$ cat src/design/spr_ram.sv
module spr_ram #(
  parameter int WIDTH = 8,
  parameter int DEPTH = 256,
  parameter int AW = (DEPTH > 1) ? $clog2(DEPTH) : 1
) (
  input  logic             clk,
  input  logic             wr_en,
  input  logic [AW-1:0]    wr_addr,
  input  logic [WIDTH-1:0] wr_data,
  input  logic             rd_en,
  input  logic [AW-1:0]    rd_addr,
  output logic [WIDTH-1:0] rd_data
);

  logic [WIDTH-1:0] mem [DEPTH];

  always_ff @(posedge clk) begin
    if (wr_en) begin
      mem[wr_addr] <= wr_data;
    end
  end

  always_ff @(posedge clk) begin
    if (rd_en) begin
      rd_data <= mem[rd_addr];
    end
  end

endmodule

$ cat config.mk
export PLATFORM = sky130hd
export DESIGN_NAME = spr_ram
export DESIGN_NICKNAME = d
export VERILOG_FILES = /design/src/design/spr_ram.sv
export SDC_FILE = /design/constraint.sdc
export NUM_CORES = 2
export LEC_CHECK = 0
export BUFFER_PORTS_ARGS = -buffer_cell sky130_fd_sc_hd__buf_2
export CORE_MARGIN = 1.5
export CORE_UTILIZATION = 31
export DETAILED_ROUTE_END_ITERATION = 8
export PLACE_DENSITY_LB_ADDON = 0.15
export SYNTH_ARGS = -nofsm -noshare
export SYNTH_HDL_FRONTEND = slang
export SYNTH_SLANG_ARGS = --single-unit
$ cat constraint.sdc
create_clock -name clk -period 2.1 [get_ports clk]
set_input_delay 0.105 -clock clk [delete_from_list [all_inputs] [get_ports clk]]
set_output_delay 0.105 -clock clk [all_outputs]
set_load 0.03 [all_outputs]
==> flow_summary.json <==
{
  "status": "complete, but fails checks",
  "violations": "setup timing",
  "drtPass1Iterations": 5,
  "hold_ws_ns": 0.1186,
  "dp.cells": 7688,
  "grt_pass1_vias": 42430,
  "powerDensity_nw_per_um2": 904.5,
  "synth_area_um2": 79640,
  "end_kind": "register",
  "r2r-end": "rd_data[0]$_DFFE_PP_",
  "setup_ws_ns": -0.3985,
  "grt_max_degree": 81,
  "clock_skew_ns": 0.07076,
  "dp_hpwl_mm": 152.0,
  "placed_area_um2": 90030,
  "synth_nets": 3760,
  "whs_endpoint": "mem[140][7]$_DFFE_PP_",
  "max_freq_ghz": 0.4002,
  "setup_viol": 8,
  "port-buffer-count": 34,
  "die_y_um": 509.8,
  "fillers": 23045,
  "r2r_slack_ns": -0.40,
  "cap_violations": 0,
  "track_usage_pct": 17.73,
  "final_util_pct": 38.25,
  "critical_path.max_fanout": 1,
  "drtAntennaViolNets": 0,
  "rr_startpoint": "mem[83][0]$_DFFE_PP_",
  "multi_input_area_um2": 16850,
  "drcViolationCount": 0,
  "arrival_ns": 3.06,
  "fin_nets": 4586,
  "cts_tree": "done",
  "rows": 185,
  "wl_per_cell_um": 28.24,
  "root_buffer": "clkbuf_16",
  "met1_usage_pct": 24.75,
  "synthCells": 3733,
  "initial_core_util_pct": 31.25,
  "ir_drop_uv": 914.2,
  "busiest_layer": "met2",
  "rsz0062_at_grt": "yes",
  "instances_no_fill": 8112,
  "cts.sinks": 2056,
  "synth.distinct_cells": 54,
  "die-area_um2": 259900,
  "criticalPathCategory": "reg2reg",
  "hold_depth": 4,
  "die_w_um": 509.8,
  "maxSlewHeadroom_pct": 43.48,
  "synth-edff-count": 2056,
  "ctsHtreeMaxLevel": 4,
  "cts_made_buffers": 221,
  "finalCritPeriodShare_pct": 119.0,
  "worstHoldStart": "wr_addr[3]",
  "drv_slew": 0,
  "ios": 35,
  "required_ns": 2.66,
  "clock_path_buffers": 3,
  "avgSynthCellArea_um2": 21.33,
  "min_period_ns": 2.499,
  "final_hold_viol_count": 0,
  "final_cell_mix": "edfxtp_1 (2056), buf_4 (679), mux4_2 (454)",
  "met3_usage_pct": 3.502,
  "viasPerCell": 4.987,
  "use_met2_pct": 28.08,
  "drt_wl_total_mm": 229.1,
  "clk_latency_ns": 0.87,
  "overflow": 0,
  "core_region_area_um2": 254900,
  "r2r_cells": 6,
  "hold_path_class": "in2reg",
  "design_area_um2": 97490,
  "vias": 40454,
  "antenna_found_initial": 22,
  "grt_first_pass_wirelength_mm": 326.0,
  "synth-main-ff-cell": "edfxtp_1",
  "synth-seq-cells": 2056,
  "leakagePower_nw": 31.43,
  "synthArstFlopShare_pct": 0,
  "drive_above_1_share_pct": 34.52,
  "gp_congestion": 0.7945,
  "ys_seq_area_share_pct": 77.53,
  "yosys_warnings": 0,
  "start_kind": "register",
  "tightest_slew_ns": 0.8447,
  "areaGrowthSynthToFinish_pct": 22.42,
  "layout_commonest_cell": "edfxtp_1",
  "drtIter0Drc": 4013,
  "clkTransAtPathRegs_ns": 0.06,
  "seqCellArea_um2": 61740
}
## final cells by class
class / instances / share of cell area (%)
flip-flops and latches: 2056 / 63.33
multi-input cells: 1442 / 17.29
repair buffers: 836 / 7.879
clock buffers: 275 / 5.924
well taps: 3366 / 4.320
clock inverters: 125 / 1.224
diodes: 10 / 0.02567
inverters: 2 / 0.007701
## metal layers
| layer | share of wire, % | wire [um] | up-vias |
|---|---|---|---|
| met4 | 2.8 | 6340 | 0 |
| met5 | 0 | 0 | - |
| met3 | 5.6 | 12840 | 321 |
| met1 | 44 | 101800 | 21719 |
| met2 | 47 | 108100 | 1011 |
| li1 | - | - | 17403 |
## through the flow
| step | setup WS, ns | power [mW] | setup TNS, ns |
|---|---|---|---|
| floorplan | -0.009963 | 48.41 | -0.009963 |
| global placement | -1.655 | 51.40 | -8.495 |
| detailed placement | -1.644 | 51.42 | -8.302 |
| CTS | -0.4773 | 89.30 | -2.428 |
| global route | -0.4536 | 91.07 | -2.434 |
| finish | -0.3985 | 88.18 | -2.001 |
## kinds of logic (layout without fill, tap and decap cells)
kind of cell	count (synthesis)	count (layout)	synth area share, %
multiplexers	591	591	14.60
buffers and inverters	235	1238	1.829
other	0	10	0
flip-flops	2056	2056	77.53
AND/OR/NAND/NOR	466	466	2.625
AO/OA/AOI/OAI	385	385	3.416
## worst max-delay path: stages (launching register included)
cell	delay, ns
edfxtp_1	0.35
mux4_2	0.53
mux4_2	0.51
nor2b_4	0.17
nor4_4	0.43
buf_4	0.20
nor4_2	0.04
## timing repair
item                                   in CTS  in global routing
endpoints found under the hold margin    1846                  0
setup buffers                               0                  0
setup endpoints to repair                   8                 16
hold buffers                               17                  0
pin swaps                                  16                 10
gates resized for setup                    41                 16
## flip-flops by register name (all words and copies together), names as in the netlist
register	flops
mem	2048
rd_data	8
## worst max path at each step
stage                               from              endpoint  cells past startpoint
global route        mem[83][0]$_DFFE_PP_  rd_data[0]$_DFFE_PP_                      6
floorplan                     rd_addr[1]  rd_data[2]$_DFFE_PP_                      9
detailed placement            rd_addr[0]  rd_data[0]$_DFFE_PP_                     11
CTS                 mem[83][0]$_DFFE_PP_  rd_data[0]$_DFFE_PP_                      6
finish              mem[83][0]$_DFFE_PP_  rd_data[0]$_DFFE_PP_                      6
global placement              rd_addr[0]  rd_data[0]$_DFFE_PP_                     11
## power breakdown
part,leakage (nW),internal [mW],switching [mW]
Combinational,9.56,2.14,3.09
Clock,3.38,21.3,16.3
Sequential,18.5,45.3,0.0754
## synthesized netlist by cell type, types with 2 or more instances
library cell	count	area (um2)
a2111oi_0	2	17.52
a2111oi_1	2	20.02
a211oi_1	16	120.1
a21oi_1	96	480.5
a221oi_1	13	113.9
a22o_1	8	70.07
a22oi_1	133	998.5
a311oi_1	2	17.52
a31oi_1	2	12.51
and2_1	6	37.54
and3b_1	2	17.52
buf_1	22	82.58
buf_12	8	160.2
buf_2	31	155.2
buf_4	27	202.7
buf_6	21	236.5
buf_8	13	195.2
clkbuf_1	111	416.7
edfxtp_1	2056	61740
mux2i_1	134	1341
mux4_1	2	52.55
mux4_2	454	10220
nand2_1	33	123.9
nand2b_1	8	50.05
nand3_1	34	170.2
nand3b_1	2	15.01
nand4_1	10	62.56
nor2_1	282	1059
nor2b_1	31	193.9
nor3_1	22	110.1
nor4_1	24	150.1
nor4_2	3	37.54
o211ai_1	10	75.07
o21ai_0	10	50.05
o21ai_1	2	10.01
o221ai_1	46	402.9
o22a_1	5	43.79
o22ai_1	28	175.2
o32ai_1	4	35.03
or2_2	4	25.02
Note: power is estimated with default switching activity, not from simulation.
