**src/design/spr_pkg.sv**
```systemverilog
package spr_pkg;

  localparam int NODE_W = 6;
  localparam int WEIGHT_W = 16;
  localparam int SUM_W = 32;
  localparam int CMD_W = 2;
  localparam int STATUS_W = 2;
  localparam int CFG_W = 7;

  localparam logic [CFG_W-1:0] NODE_COUNT_RESET = 7'd64;

  localparam logic [CMD_W-1:0] CMD_ADD = 2'd0;
  localparam logic [CMD_W-1:0] CMD_QUERY = 2'd1;
  localparam logic [CMD_W-1:0] CMD_CLEAR = 2'd2;

  localparam logic [STATUS_W-1:0] ST_OK = 2'd0;
  localparam logic [STATUS_W-1:0] ST_FULL = 2'd1;
  localparam logic [STATUS_W-1:0] ST_BAD_NODE = 2'd2;

  localparam logic [SUM_W-1:0] SUM_MAX = '1;

  typedef struct packed {
    logic [CMD_W-1:0] cmd;
    logic [NODE_W-1:0] edge_source;
    logic [NODE_W-1:0] edge_dest;
    logic [WEIGHT_W-1:0] edge_speed;
    logic [WEIGHT_W-1:0] edge_length;
    logic [NODE_W-1:0] start_node;
    logic [NODE_W-1:0] goal_node;
  } spr_item_t;

  typedef struct packed {
    logic [STATUS_W-1:0] status;
    logic reachable;
    logic [SUM_W-1:0] path_distance;
    logic [SUM_W-1:0] path_speed;
  } spr_result_t;

  typedef struct packed {
    logic [NODE_W-1:0] src;
    logic [NODE_W-1:0] dst;
    logic [WEIGHT_W-1:0] speed;
    logic [WEIGHT_W-1:0] length;
  } spr_edge_t;

  typedef struct packed {
    logic reached;
    logic [SUM_W-1:0] distance;
    logic [SUM_W-1:0] speed;
  } spr_node_t;

  typedef enum logic [3:0] {
    S_IDLE,
    S_SWEEP,
    S_SCAN,
    S_ORD,
    S_EDGE,
    S_NODE,
    S_UPD,
    S_GOAL,
    S_DONE
  } spr_state_t;

  function automatic logic [SUM_W-1:0] sat_add(input logic [SUM_W-1:0] a,
                                               input logic [WEIGHT_W-1:0] b);
    logic [SUM_W:0] sum;
    sum = {1'b0, a} + {{(SUM_W + 1 - WEIGHT_W){1'b0}}, b};
    return sum[SUM_W] ? SUM_MAX : sum[SUM_W-1:0];
  endfunction

endpackage

```
**src/design/spr_relax.sv**
```systemverilog
module spr_relax (
  input  spr_pkg::spr_node_t src_node,
  input  spr_pkg::spr_node_t dst_node,
  input  spr_pkg::spr_edge_t edge_word,
  output logic               update,
  output spr_pkg::spr_node_t relaxed
);

  import spr_pkg::*;

  logic [SUM_W-1:0] new_distance;
  logic [SUM_W-1:0] new_speed;

  always_comb begin
    new_distance = sat_add(src_node.distance, edge_word.length);
    new_speed = sat_add(src_node.speed, edge_word.speed);
    relaxed.reached = 1'b1;
    relaxed.distance = new_distance;
    relaxed.speed = new_speed;
    update = src_node.reached &&
             (!dst_node.reached || (new_distance < dst_node.distance) ||
              ((new_distance == dst_node.distance) && (new_speed > dst_node.speed)));
  end

endmodule

```
**config.mk**
```make
export PLATFORM = sky130hd
export DESIGN_NAME = spr_relax
export DESIGN_NICKNAME = d
export VERILOG_FILES = /design/src/design/spr_pkg.sv /design/src/design/spr_relax.sv
export SDC_FILE = /design/constraint.sdc
export NUM_CORES = 1
export LEC_CHECK = 0
export BUFFER_PORTS_ARGS = -buffer_cell sky130_fd_sc_hd__buf_4
export CAP_MARGIN = 20
export CORE_ASPECT_RATIO = 1.2
export CORE_MARGIN = 3
export CORE_UTILIZATION = 35
export DETAILED_ROUTE_END_ITERATION = 10
export PLACE_DENSITY = 0.64
export SYNTH_ARGS = -nofsm -noshare
export SYNTH_HDL_FRONTEND = slang
export SYNTH_SLANG_ARGS = --single-unit
export TNS_END_PERCENT = 1
```
**constraint.sdc**
```tcl
create_clock -name vclk -period 9.2
set_input_delay 1.38 -clock vclk [all_inputs]
set_output_delay 1.38 -clock vclk [all_outputs]
set_load 0.02 [all_outputs]
```
==> flow_summary.toml <==
[outcome]
run_status = "complete, no violations"

[layout]
nFlopsAndLatches = 0
fill_cells = 1208
drive_gt1_frac = 0.313
utilization = 0.516
final_area_um2 = 6000
instances_no_fill = 976
final_nets = 1093
syn_to_final_growth_pct = 43.8
diodes = 0
regArea_um2 = 0
clkbuf_count = 0
multi_input_area_um2 = 3810

[global_routing]
use_met2 = 0.422
antenna_found_initial = 0
grt_max_degree = 28
use_met3 = 0.0241
grt_pass1_vias = 5210
met1_usage = 0.234
grt_most_used_layer = "met2"
grt_overflow = 0
grt_usage = 0.211
grt_pass1_wl_um = 23900

[sta]
clock.fmax_ghz = 0.132
tns_ns = 0
holdWs_ns = 3.11
finalHoldViolCount = 0
worstMarginPinSlew_ns = 0.619
post-route-min-period_ns = 7.57
maxSlewViolCount = 0
worst_slack_ns = 1.63
period_share = 0.823
relSlewSlack = 0.577
rsz0062_at_grt = "no"
setup_viol = 0

[detailed_routing]
post_drt_via_cell_ratio = 5.28
via_count = 5154
drcViolationCount = 0
routedWlPerCell_um = 15.5
dr.pass1.iters = 4
antenna_left = 0
wl_um = 15100
drt_iter0_drc = 177

[floorplan]
dieArea_um2 = 13300
pin_count = 240
rows = 43
start_util = 0.359
die_h_um = 126
die_w_um = 106
core_area_um2 = 11600

[worst_setup_path]
critPathKind = "input pin to output pin"
worstSetupStartpointType = "input pin"
worstPathArrival_ns = 6.19
cp.required_ns = 7.82
crit_fanout = 8
end_kind = "output pin"

[logic_synthesis]
synth.area.top_cells = "ha_1, nand2_1, inv_1, a21oi_1, xor2_1"
yosys_warnings = 0
seq_area_frac_synth = 0
syn_inst = 604
postSynthAreaPerCell_um2 = 6.91
netlist_area_um2 = 4170
yosysTopAreaCellShare = 0.288
yosysTopAreaCell = "ha_1"
synth_cell_types = 66
synth.net_count = 876

[power_and_ir_drop]
swShare = 0.545
internal_power_uw = 203
combPwrFrac = 1.000
p_seq_frac = 0
power.density_nw_per_um2 = 74.2
clkPwrFrac = 0
leakage_nw = 3.32
switchingPower_uw = 243
ir_drop_mv = 0.0488
power_uw = 445

[place]
place.gp.congestion = 0.868
place.detailed.hpwl_um = 13600
io_buffers = 227
dpl_cell_area_um2 = 6000
pre_cts_slack_ns = 1.62
place_inst = 976

[flow_run]
drv_cap = 0

[clock_network]
hold_buffers = 0
post_cts_buffers = 0
cts_resized = 0

[worst_hold_path]
holdPathStages = 3
min_path_type = "input pin to output pin"
-- critical path: stages --
cell and delay [ns]:
buf_4 0.11, ha_1 0.24, fa_1 0.42, a21oi_1 0.26, o211ai_1 0.16, a211o_1 0.39, a41oi_4 0.39, nor2_4 0.11
nand2_1 0.10, mux2_1 0.35, ha_1 0.30, and3_1 0.22, nand4_1 0.15, or3_1 0.43, or3_1 0.44, a311oi_1 0.21
o21ai_1 0.13, o221ai_1 0.16, buf_4 0.22
-- synth_stat cells (8+ instances only) --
cell,count
nand2b_1,8
a21o_1,22
and3_1,10
nand4_1,21
xor2_1,22
inv_1,78
o21ai_0,21
nand3_1,16
nor2_1,31
nand2_1,80
nor3_1,13
xnor2_1,13
a211oi_1,8
ha_1,96
a21oi_1,56
-- kinds of logic after synthesis --
kind of cell             synth area share
other                            0.000898
AND/OR/NAND/NOR                     0.256
AO/OA/AOI/OAI                       0.252
buffers and inverters              0.0875
multiplexers                       0.0324
XOR/XNOR                           0.0734
adder cells (fa/ha/maj)             0.297
-- final timing paths --
kind	from	to	slack, ns
setup / recovery	src_node[32]	update	1.63
hold / removal	src_node[20]	relaxed[20]	3.11
-- layout by cell type (no fill, tap or decap), drive strengths merged, types with 3 or more instances in the layout --
cell type,instances
nor3,13
nand2b,8
a41oi,3
buf,227
and4,3
o211ai,5
a21boi,3
nor2,32
or3,4
a211oi,9
a31oi,8
nor2b,5
nand4,22
a21oi,60
mux2,9
o221ai,5
inv,78
nand2,82
and3,12
a21o,22
ha,96
xnor2,13
xor2,22
o31ai,3
and2,6
nand3,18
mux2i,3
o21ai,24
-- final cells by class --
| cell class | count | share of cell area |
|---|---|---|
| repair buffers | 227 | 0.284 |
| well taps | 157 | 0.0327 |
| multi-input cells | 514 | 0.635 |
| inverters | 78 | 0.0488 |
-- power by group through the flow --
stage,sequential (mW),clock [mW],combinational [mW]
after floorplan,0,0,0.267
after global placement,0,0,0.436
after detailed placement,0,0,0.445
after CTS,0,0,0.447
after global routing,0,0,0.494
final,0,0,0.445
-- routing by layer --
layer	vias up	wire length (µm)
li1	2597	-
met1	2326	5790
met2	201	7890
met3	30	960
met4	0	455
met5	-	0
No activity file was read; power rests on OpenSTA's default activity.
